[src/design/matrix_scan_debouncer_macros.svh]
// Assertion helpers for the matrix scan debouncer.
// Both macros expect signals named clock and reset in the enclosing scope.
`ifndef MATRIX_SCAN_DEBOUNCER_MACROS_SVH
`define MATRIX_SCAN_DEBOUNCER_MACROS_SVH

// Same-cycle implication
`define MSD_ASSERT_IMPL(label, a, c) \
   label: assert property (@(posedge clock) disable iff (reset) (a) |-> (c)) \
      else $error("matrix_scan_debouncer: same-cycle check failed");

// Next-cycle implication
`define MSD_ASSERT_NEXT(label, a, c) \
   label: assert property (@(posedge clock) disable iff (reset) (a) |=> (c)) \
      else $error("matrix_scan_debouncer: next-cycle check failed");

`endif

[src/design/msd_pkg.sv]
package msd_pkg;

   // Default matrix geometry
   localparam int NUM_ROWS_DEFAULT    = 4;
   localparam int NUM_COLUMNS_DEFAULT = 6;

   // Fixed field widths
   localparam int LEVELS_W   = 6;
   localparam int COUNT_W    = 8;
   localparam int ROW_OUT_W  = 2;
   localparam int CODE_OUT_W = 3;
   localparam int STABLE_OUTS = 4;

   localparam logic [COUNT_W-1:0] DEBOUNCE_RESET = 8'd4;

   // Per-row debounce phase
   typedef enum logic [2:0] {
      PH_WAIT    = 3'b001,
      PH_CHECK   = 3'b010,
      PH_SETTLED = 3'b100
   } phase_type;

endpackage

[src/design/matrix_scan_debouncer.sv]
// A request accepted into the input register moves on to the result register, where the
// debounce update is applied, only when the result register is free or being drained.
// One request per cycle while responses are taken, set by the single-pass row update
// between registers; a stalled result register holds the input stage.
// Reset (synchronous, active high): row 0, every row waiting with zero code and count,
// debounce count 4, both pipeline stages empty.
module matrix_scan_debouncer #(
   parameter int NUM_ROWS    = msd_pkg::NUM_ROWS_DEFAULT,
   parameter int NUM_COLUMNS = msd_pkg::NUM_COLUMNS_DEFAULT
) (
   input  logic                              clock,
   input  logic                              reset,
   input  logic                              req_valid,
   output logic                              req_ready,
   input  logic [msd_pkg::LEVELS_W-1:0]      req_column_levels,
   output logic                              rsp_valid,
   input  logic                              rsp_ready,
   output logic [msd_pkg::ROW_OUT_W-1:0]     rsp_scanned_row,
   output logic [msd_pkg::ROW_OUT_W-1:0]     rsp_next_row,
   output logic [msd_pkg::CODE_OUT_W-1:0]    rsp_raw_code,
   output logic                              rsp_published,
   output logic [msd_pkg::CODE_OUT_W-1:0]    rsp_stable_row0,
   output logic [msd_pkg::CODE_OUT_W-1:0]    rsp_stable_row1,
   output logic [msd_pkg::CODE_OUT_W-1:0]    rsp_stable_row2,
   output logic [msd_pkg::CODE_OUT_W-1:0]    rsp_stable_row3,
   input  logic                              csr_wr_en,
   input  logic [msd_pkg::COUNT_W-1:0]       csr_wr_data
);

`include "matrix_scan_debouncer_macros.svh"

   localparam int ROW_W    = (NUM_ROWS > 1) ? $clog2(NUM_ROWS) : 1;
   localparam int ROW_EXT  = (ROW_W > msd_pkg::ROW_OUT_W) ? ROW_W : msd_pkg::ROW_OUT_W;
   localparam int CODE_W   = $clog2(NUM_COLUMNS + 1);
   localparam int CODE_EXT = (CODE_W > msd_pkg::CODE_OUT_W) ? CODE_W : msd_pkg::CODE_OUT_W;
   localparam int LEV_EXT  = (NUM_COLUMNS > msd_pkg::LEVELS_W) ? NUM_COLUMNS
                                                               : msd_pkg::LEVELS_W;

   logic [msd_pkg::COUNT_W-1:0]  debounce_ff, debounce_in;
   logic                         s1_valid_ff, s1_valid_in;
   logic [msd_pkg::LEVELS_W-1:0] s1_levels_ff, s1_levels_in;
   logic [ROW_W-1:0]             row_ff, row_in;
   logic                         rsp_valid_ff, rsp_valid_in;
   logic [msd_pkg::ROW_OUT_W-1:0]  scanned_ff, scanned_in;
   logic [msd_pkg::ROW_OUT_W-1:0]  next_ff, next_in;
   logic [msd_pkg::CODE_OUT_W-1:0] raw_ff, raw_in;
   logic                           pub_ff, pub_in;

   logic                     advance;
   logic [LEV_EXT-1:0]       levels_ext;
   logic [CODE_W-1:0]        code;
   logic [CODE_EXT-1:0]      code_ext;
   logic [ROW_W-1:0]         row_next;
   logic [ROW_EXT-1:0]       row_cur_ext, row_next_ext;
   logic [NUM_ROWS-1:0]      row_step;
   logic [NUM_ROWS-1:0]      row_pub;
   logic [CODE_W-1:0]        row_stable [NUM_ROWS];
   logic [msd_pkg::CODE_OUT_W-1:0] stable_out [msd_pkg::STABLE_OUTS];

   // Handshake: input stage moves on when the result register is free or draining
   assign advance   = s1_valid_ff && (!rsp_valid_ff || rsp_ready);
   assign req_ready = !s1_valid_ff || advance;

   // Configuration register
   assign debounce_in = csr_wr_en ? csr_wr_data : debounce_ff;

   // Input stage
   always_comb begin
      s1_valid_in  = s1_valid_ff;
      s1_levels_in = s1_levels_ff;
      if (req_valid && req_ready) begin
         s1_valid_in  = 1'b1;
         s1_levels_in = req_column_levels;
      end else if (advance) begin
         s1_valid_in = 1'b0;
      end
   end

   // Priority encode the sampled row; columns beyond the input read as pressed lines low
   assign levels_ext = LEV_EXT'(s1_levels_ff);

   msd_encoder #(
      .NUM_COLUMNS (NUM_COLUMNS),
      .CODE_W      (CODE_W)
   ) u_encoder (
      .levels (levels_ext[NUM_COLUMNS-1:0]),
      .code   (code)
   );

   // Row scan counter
   assign row_next = (row_ff == ROW_W'(NUM_ROWS - 1)) ? '0 : row_ff + 1'b1;
   assign row_in   = advance ? row_next : row_ff;

   // Per-row debounce machines
   for (genvar r = 0; r < NUM_ROWS; r++) begin : g_row
      assign row_step[r] = advance && (row_ff == ROW_W'(r));

      msd_row_fsm #(
         .CODE_W (CODE_W)
      ) u_row (
         .clock       (clock),
         .reset       (reset),
         .step        (row_step[r]),
         .code        (code),
         .debounce    (debounce_ff),
         .stable_code (row_stable[r]),
         .publish     (row_pub[r])
      );
   end

   // Result register
   assign row_cur_ext  = ROW_EXT'(row_ff);
   assign row_next_ext = ROW_EXT'(row_next);
   assign code_ext     = CODE_EXT'(code);

   always_comb begin
      rsp_valid_in = rsp_valid_ff;
      scanned_in   = scanned_ff;
      next_in      = next_ff;
      raw_in       = raw_ff;
      pub_in       = pub_ff;
      if (advance) begin
         rsp_valid_in = 1'b1;
         scanned_in   = row_cur_ext[msd_pkg::ROW_OUT_W-1:0];
         next_in      = row_next_ext[msd_pkg::ROW_OUT_W-1:0];
         raw_in       = code_ext[msd_pkg::CODE_OUT_W-1:0];
         pub_in       = |row_pub;
      end else if (rsp_ready) begin
         rsp_valid_in = 1'b0;
      end
   end

   always_ff @(posedge clock) begin
      if (reset) begin
         debounce_ff  <= msd_pkg::DEBOUNCE_RESET;
         s1_valid_ff  <= 1'b0;
         row_ff       <= '0;
         rsp_valid_ff <= 1'b0;
      end else begin
         debounce_ff  <= debounce_in;
         s1_valid_ff  <= s1_valid_in;
         row_ff       <= row_in;
         rsp_valid_ff <= rsp_valid_in;
      end
   end

   always_ff @(posedge clock) begin
      s1_levels_ff <= s1_levels_in;
      scanned_ff   <= scanned_in;
      next_ff      <= next_in;
      raw_ff       <= raw_in;
      pub_ff       <= pub_in;
   end

   // Stable codes only change on the edge that loads the result register
   for (genvar k = 0; k < msd_pkg::STABLE_OUTS; k++) begin : g_stable
      if (k < NUM_ROWS) begin : g_used
         logic [CODE_EXT-1:0] wide;
         assign wide          = CODE_EXT'(row_stable[k]);
         assign stable_out[k] = wide[msd_pkg::CODE_OUT_W-1:0];
      end else begin : g_unused
         assign stable_out[k] = '0;
      end
   end

   assign rsp_valid       = rsp_valid_ff;
   assign rsp_scanned_row = scanned_ff;
   assign rsp_next_row    = next_ff;
   assign rsp_raw_code    = raw_ff;
   assign rsp_published   = pub_ff;
   assign rsp_stable_row0 = stable_out[0];
   assign rsp_stable_row1 = stable_out[1];
   assign rsp_stable_row2 = stable_out[2];
   assign rsp_stable_row3 = stable_out[3];

   // Checks
   `MSD_ASSERT_IMPL(a_one_row_steps, 1'b1, $onehot0(row_step))
   `MSD_ASSERT_NEXT(a_row_holds, !advance, $stable(row_ff))
   `MSD_ASSERT_NEXT(a_stage_holds, s1_valid_ff && !advance, s1_valid_ff && $stable(s1_levels_ff))
   `MSD_ASSERT_NEXT(a_pub_stable, advance && (|row_pub),
      rsp_valid && rsp_published && (stable_out[0] == rsp_raw_code ||
      stable_out[1] == rsp_raw_code || stable_out[2] == rsp_raw_code ||
      stable_out[3] == rsp_raw_code))

endmodule

[src/design/msd_encoder.sv]
module msd_encoder #(
   parameter int NUM_COLUMNS = msd_pkg::NUM_COLUMNS_DEFAULT,
   parameter int CODE_W      = $clog2(NUM_COLUMNS + 1)
) (
   input  logic [NUM_COLUMNS-1:0] levels,
   output logic [CODE_W-1:0]      code
);

   // Lowest pressed (low) column wins; zero means nothing pressed
   always_comb begin
      code = '0;
      for (int c = NUM_COLUMNS - 1; c >= 0; c--) begin
         if (!levels[c]) begin
            code = CODE_W'(c + 1);
         end
      end
   end

endmodule

[src/design/msd_row_fsm.sv]
module msd_row_fsm #(
   parameter int CODE_W = 3
) (
   input  logic                         clock,
   input  logic                         reset,
   input  logic                         step,
   input  logic [CODE_W-1:0]            code,
   input  logic [msd_pkg::COUNT_W-1:0]  debounce,
   output logic [CODE_W-1:0]            stable_code,
   output logic                         publish
);

   msd_pkg::phase_type             phase_ff, phase_in;
   logic [CODE_W-1:0]              last_ff, last_in;
   logic [msd_pkg::COUNT_W-1:0]    count_ff, count_in;
   logic [CODE_W-1:0]              stable_ff, stable_in;
   logic [msd_pkg::COUNT_W-1:0]    count_dec;
   logic                           same;

   assign same      = (code == last_ff);
   assign count_dec = (count_ff != '0) ? count_ff - 1'b1 : count_ff;

   // Debounce machine, advanced only when this row is sampled
   always_comb begin
      phase_in  = phase_ff;
      last_in   = last_ff;
      count_in  = count_ff;
      stable_in = stable_ff;
      publish   = 1'b0;
      if (step) begin
         unique case (phase_ff)
            msd_pkg::PH_WAIT: begin
               last_in  = code;
               count_in = debounce;
               phase_in = msd_pkg::PH_CHECK;
            end
            msd_pkg::PH_CHECK: begin
               if (!same) begin
                  last_in  = code;
                  phase_in = msd_pkg::PH_WAIT;
               end else begin
                  count_in = count_dec;
                  if (count_dec == '0) begin
                     stable_in = code;
                     publish   = 1'b1;
                     phase_in  = msd_pkg::PH_SETTLED;
                  end
               end
            end
            msd_pkg::PH_SETTLED: begin
               if (!same) begin
                  last_in  = code;
                  phase_in = msd_pkg::PH_WAIT;
               end
            end
            default: begin
               phase_in = msd_pkg::PH_WAIT;
            end
         endcase
      end
   end

   always_ff @(posedge clock) begin
      if (reset) begin
         phase_ff  <= msd_pkg::PH_WAIT;
         last_ff   <= '0;
         count_ff  <= '0;
         stable_ff <= '0;
      end else begin
         phase_ff  <= phase_in;
         last_ff   <= last_in;
         count_ff  <= count_in;
         stable_ff <= stable_in;
      end
   end

   assign stable_code = stable_ff;

endmodule

[config.mk]
export PLATFORM = sky130hd
export DESIGN_NAME = matrix_scan_debouncer
export DESIGN_NICKNAME = d
export VERILOG_FILES = /design/src/design/msd_pkg.sv /design/src/design/matrix_scan_debouncer.sv /design/src/design/msd_encoder.sv /design/src/design/msd_row_fsm.sv
export VERILOG_INCLUDE_DIRS = /design/src /design/src/design
export SDC_FILE = /design/constraint.sdc
export NUM_CORES = 1
export LEC_CHECK = 0
export BUFFER_PORTS_ARGS = -buffer_cell sky130_fd_sc_hd__buf_2
export CAP_MARGIN = 40
export CORE_MARGIN = 2
export CORE_UTILIZATION = 61
export DETAILED_ROUTE_END_ITERATION = 7
export HOLD_SLACK_MARGIN = 0.06
export PLACE_DENSITY_LB_ADDON = 0.15
export SLEW_MARGIN = 15
export SYNTH_ARGS = -nofsm -noshare
export SYNTH_HDL_FRONTEND = slang
export SYNTH_HIERARCHICAL = 1
export SYNTH_SLANG_ARGS = --single-unit
[constraint.sdc]
create_clock -name clock -period 3.6 [get_ports clock]
set_clock_uncertainty 0.1 [all_clocks]
set_input_delay 0.72 -clock clock [delete_from_list [all_inputs] [get_ports clock]]
set_output_delay 0.72 -clock clock [all_outputs]
set_load 0.02 [all_outputs]
; ---- Word level (Yosys, flattened, before mapping)
; Index checks and enable logic that the tools add are counted.
[word_totals]
register_bits = 94
input_bits = 19
output_inout_bits = 22
word_cells = 178
[op_classes]
n_addsub = 5
n_eq_ne = 35
muxes = 63
n_reduce_logical = 50
[op_table]
columns = op, count
row1 = $mux W3, 22
row2 = $mux W8, 8
row3 = $pmux W8 S2, 4
row4 = $pmux W3 S3, 4
row5 = $reduce_and A3 Y1, 12
row6 = $logic_not A8 Y1, 4
row7 = $reduce_bool A8 Y1, 4
row8 = $sub A8 B1 Y8 const B, 4
row9 = $pmux W3 S2, 4
row10 = $mux W1, 20
row11 = $reduce_bool A2 Y1, 10
row12 = $ne A2 B2 Y1 const B, 8
row13 = $reduce_and A4 Y1, 4
row14 = $eq A3 B1 Y1 const B, 4
row15 = $eq A3 B2 Y1 const B, 4
row16 = $eq A3 B3 Y1, 4
row17 = $eq A3 B3 Y1 const B, 4
row18 = $ne A3 B3 Y1 const B, 4
row19 = $ne A2 B1 Y1 const B, 4
row20 = $reduce_or A2 Y1, 4
row21 = $logic_and A1 B1 Y1, 6
row22 = $eq A2 B2 Y1 const B, 2
row23 = $reduce_or A4 Y1, 1
row24 = $add A2 B1 Y2 const B, 1
row25 = other kinds (5), 7

; ---- Depth between registers and ports, before layout
[logic_depth]
ltp_word = 11
mapped_depth = 9
ltp_nobuf = 8

; ---- Modules after synthesis
; Netlist, hierarchy kept.
[modules_own_cells]
columns = mod, instances, cells_per_inst, area_each_um2, seq_area_each_um2
row1 = msd_row_fsm at g_row[0].u_row ..., 3, 149, 1207.4, 340.3
row2 = msd_row_fsm at g_row[3].u_row, 1, 155, 1256.2, 340.3
row3 = matrix_scan_debouncer, 1, 71, 987.2, 660.6
row4 = msd_encoder, 1, 8, 45.0, 0.0

; ---- Worst setup path after synthesis
; OpenSTA, ideal clock, no wires.
[synth_path]
path_type = register -> register
startpoint = reg s1_levels_ff (netlist bit levels_ext[5])
endpoint = reg pub_ff, in the netlist rsp_published (data pin)
setup_ns = 0.272
t_arrival_ns = 2.103
required_time_ns = 3.228
path_slack_ns = 1.125
path_stages_with_launch = 9
path_buffers = 0
synth_period_minus_slack_ns = 2.475
path_cell_list = edfxtp_1 nand3b_1 a31oi_1 xnor2_1 nand3_1 or3_1 a211oi_1 nor3b_1 or4_1
[synth_between]
elab_chain_cells = 11
word_cells_on_any_way = 23
[synth_lines]
columns = element, line_no
row1 = start: declaration, matrix_scan_debouncer.sv:41  ; logic [msd_pkg::LEVELS_W-1:0] s1_levels_ff, s1_levels_in;
row2 = start signal: assignment, matrix_scan_debouncer.sv:148  ; s1_levels_ff <= s1_levels_in;
row3 = $mux W3 (6 in a row), msd_encoder.sv:13  ; if (!levels[c]) begin
row4 = via code[1], matrix_scan_debouncer.sv:51  ; logic [CODE_W-1:0] code;
row5 = $eq A3 B3 Y1, msd_row_fsm.sv:20  ; assign same = (code == last_ff);
row6 = $mux W1, msd_row_fsm.sv:38  ; if (!same) begin
row7 = $mux W1, msd_row_fsm.sv:31  ; unique case (phase_ff)
row8 = $mux W1, msd_row_fsm.sv:30  ; if (step) begin
row9 = via row_pub[3], matrix_scan_debouncer.sv:56  ; logic [NUM_ROWS-1:0] row_pub;
row10 = $reduce_or A4 Y1, matrix_scan_debouncer.sv:127  ; pub_in = |row_pub;
row11 = end signal: assignment, matrix_scan_debouncer.sv:152  ; pub_ff <= pub_in;
row12 = end: declaration, matrix_scan_debouncer.sv:47  ; logic pub_ff, pub_in;
; The timed path passes the listed nets, and every way through them passes these cells.
; A chain may end at the register's enable or synchronous reset.

; ---- Worst setup path after layout
; Ends and elaborated chain as after synthesis.

==> results.cfg <==
[run_status]
status = complete, no violations

[cts]
cts_tree = built
htreeDepth = 3
hold_buffers = 0
cts.path.max_buffers = 2
clkLatencyLatePin_ns = 0.35
cts_resized = 0
cts_made_buffers = 9
cts-root-buf = clkbuf_8
cts.sinks = 94
path_clk_slew_ns = 0.09
cts_setup_buffers = 0

[synth]
synth_largest_area_cell = dfxtp_1
synth_area_leaders = dfxtp_1 27%, edfxtp_1 7.1%, mux2i_1 5.1%
synth_area_um2 = 5910
synth.avg_cell_area_um2 = 8.68
synth-edff-count = 14
yosys_warnings = 6
netlist-cell-type-count = 66
synth-main-ff-cell = dfxtp_1
synth.top_cell.area_share = 0.271
seq_area_frac_synth = 0.342
synth_fp_nets = 712
ys_seq_elements = 94
async_flop_share = 0
synthCells = 681

[critical_path]
worstPathArrival_ns = 2.89
critPathCaptureType = register
critPathMaxStageDelay_ns = 0.49
crit_buf_inv = 0
worstPathRequired_ns = 3.72
crit_slowest_cell = a31oi_1
critical-path-top-delay-family = simple AND/OR/NAND/NOR gates
crit_type = register to register
start_kind = register
path_max_fanout = 6
cp_cell_sequence = nand3b_1, a31oi_1, xnor2_1, nand3_1, or3_1, a211oi_1, nor3b_1, or4_1

[global_routing]
grt_max_degree = 44
grt_pass1_wl_um = 23100
antenna_found_initial = 0
grt_overflow_total = 0
grt_pass1_vias = 4772
track_usage = 0.277

[pwr]
power.density_nw_per_um2 = 334
ir_drop_mv = 0.244
p_leak_nw = 2.33

[floorplan]
core_um2 = 9330
die_w_um = 102
io-pin-count = 41
die_area_um2 = 10500
std_cell_rows = 35
die_y_um = 102
initial_core_util = 0.634

[timing]
slew_headroom = 0.501
setup_viol = 0
fin_crit_sh = 0.768
worst_slew_pin_slew_ns = 0.748
slew_violations = 0
rsz0062_at_grt = false
tns_ns = 0
final_hold_viol_count = 0
fmax_ghz = 0.362
post-route-min-period_ns = 2.77

[hold_path]
hold_class = register to register

[detailed_routing]
first_pass_iters = 5
totalWireLength_um = 13700
wl_per_cell_um = 16.4
drt_iter0_drc = 244
drc_errors = 0
vias_per_cell = 6.09
vias = 5094
antenna_left = 0

[run]
max_cap_viol_count = 0

[cells_and_area]
fillers = 813
syn_to_final_growth_pct = 6.44
fin_cells = 837
n_antenna_cell = 0
drive_above_1_share = 0.162
final_nets = 734

[placed_design]
routabilityCongestion = 0.938
dpl.cell_count = 821
port_buffers = 40
post-dp-hpwl_um = 10100
==> placed cells by master (no fill, tap or decap), types with 8 or more instances in the layout <==
cell,instances
nand3b_1,18
inv_1,21
clkbuf_8,9
ha_1,12
xnor2_1,23
a21oi_1,46
a211o_1,8
o31ai_1,8
nor2_1,67
or3b_2,8
or2b_1,9
nand2_1,60
mux2i_1,30
o21ai_0,42
nand3_1,14
or2b_2,9
nor3b_1,10
dfxtp_1,80
buf_2,40
nand2b_1,23
edfxtp_1,14
nor3_1,11
==> worst register-to-register path, cell delays in order (launching register included) <==
cell and delay (ns):
edfxtp_1 0.39, nand3b_1 0.16, a31oi_1 0.49, xnor2_1 0.23, nand3_1 0.23, or3_1 0.42
a211oi_1 0.16, nor3b_1 0.31, or4_1 0.16
==> Yosys cell counts (all sizes together), types with 4 or more instances <==
cell type	n
nor2b	9
ha	12
and2	8
o21a	5
buf	17
or3	10
inv	21
nor2	67
mux2i	30
or2b	18
nor3	12
o211ai	4
nor4	12
o31ai	8
nand2	60
a211oi	6
a31oi	6
nand4	4
a21o	5
o21ai	45
clkbuf	20
a21oi	46
edfxtp	14
xnor2	23
o22ai	4
a211o	8
dfxtp	80
nand3b	18
nor3b	14
or4	8
o21bai	4
or3b	12
nand2b	23
nand3	14
==> metrics by stage <==
step / worst slack (ns) / util / hold WS (ns) / cell area, µm² / power (mW)
final: 0.834 / 0.674 / 0.379 / 6290 / 2.10
after global routing: 0.649 / 0.674 / 0.420 / 6290 / 2.20
after CTS: 0.886 / 0.674 / 0.386 / 6290 / 2.12
after detailed placement: 0.902 / 0.656 / 0.370 / 6110 / 1.47
after global placement: 0.917 / 0.656 / 0.358 / 6110 / 1.46
after floorplan: 1.13 / - / 0.365 / 5910 / 1.39
==> cell families (layout without fill, tap and decap cells) <==
logic type / count (synthesis) / count (layout) / synth area share
DFF: 94 / 94 / 0.342
AOI/OAI and AO/OA: 163 / 163 / 0.182
adders and majority gates: 12 / 12 / 0.0254
buffers and inverters: 58 / 85 / 0.0523
and+or+nand+nor: 300 / 300 / 0.311
xor gates and xnor gates: 23 / 23 / 0.0341
muxes: 31 / 31 / 0.0533
==> report_power, final <==
part           total [mW]  internal (mW)  switching (mW)
Clock               0.644          0.289           0.355
Combinational       0.309          0.134           0.175
Sequential           1.15           1.10          0.0482
==> cell type report <==
cell class	count	area, µm²	share of cell area
Sequential cell	94	2020	0.321
Inverter	21	78.8	0.0125
Timing Repair Buffer	48	273	0.0434
Multi-Input combinational cell	529	3580	0.569
Tap cell	129	161	0.0257
Clock buffer	12	156	0.0249
Clock inverter	4	20.0	0.00318
==> state kept, by name, summed over array words and instances, names as in the netlist <==
register / count
rsp_published: 1
rsp_valid: 1
rsp_next_row: 2
g_row.u_row/count_ff: 32
debounce_ff: 8
g_row.u_row/phase_ff: 12
rsp_scanned_row: 2
rsp_raw_code: 3
s1_valid_ff: 1
row_cur_ext: 2
levels_ext: 6
g_row.u_row/last_ff: 12
g_row.u_row/stable_code: 12
==> layer usage <==
layer  vias up  GRT usage  wire length [µm]
met4         0     0.0913               257
met5         -          0                 0
met2       156      0.455              6590
met1      2407      0.376              6250
li1       2504          -                 -
met3        27     0.0410               620
==> final timing paths <==
kind                                 startpoint                             to  cells after the start  slack (ns)
hold / removal    g_row[3].u_row/stable_code[2]  g_row[3].u_row/stable_code[2]                      2        0.38
hold reg to reg   g_row[3].u_row/stable_code[2]  g_row[3].u_row/stable_code[2]                      2        0.38
setup / recovery                  levels_ext[5]                  rsp_published                      8        0.83
setup reg to reg                  levels_ext[5]                  rsp_published                      8        0.83
Note: power is estimated with default switching activity, not from simulation.
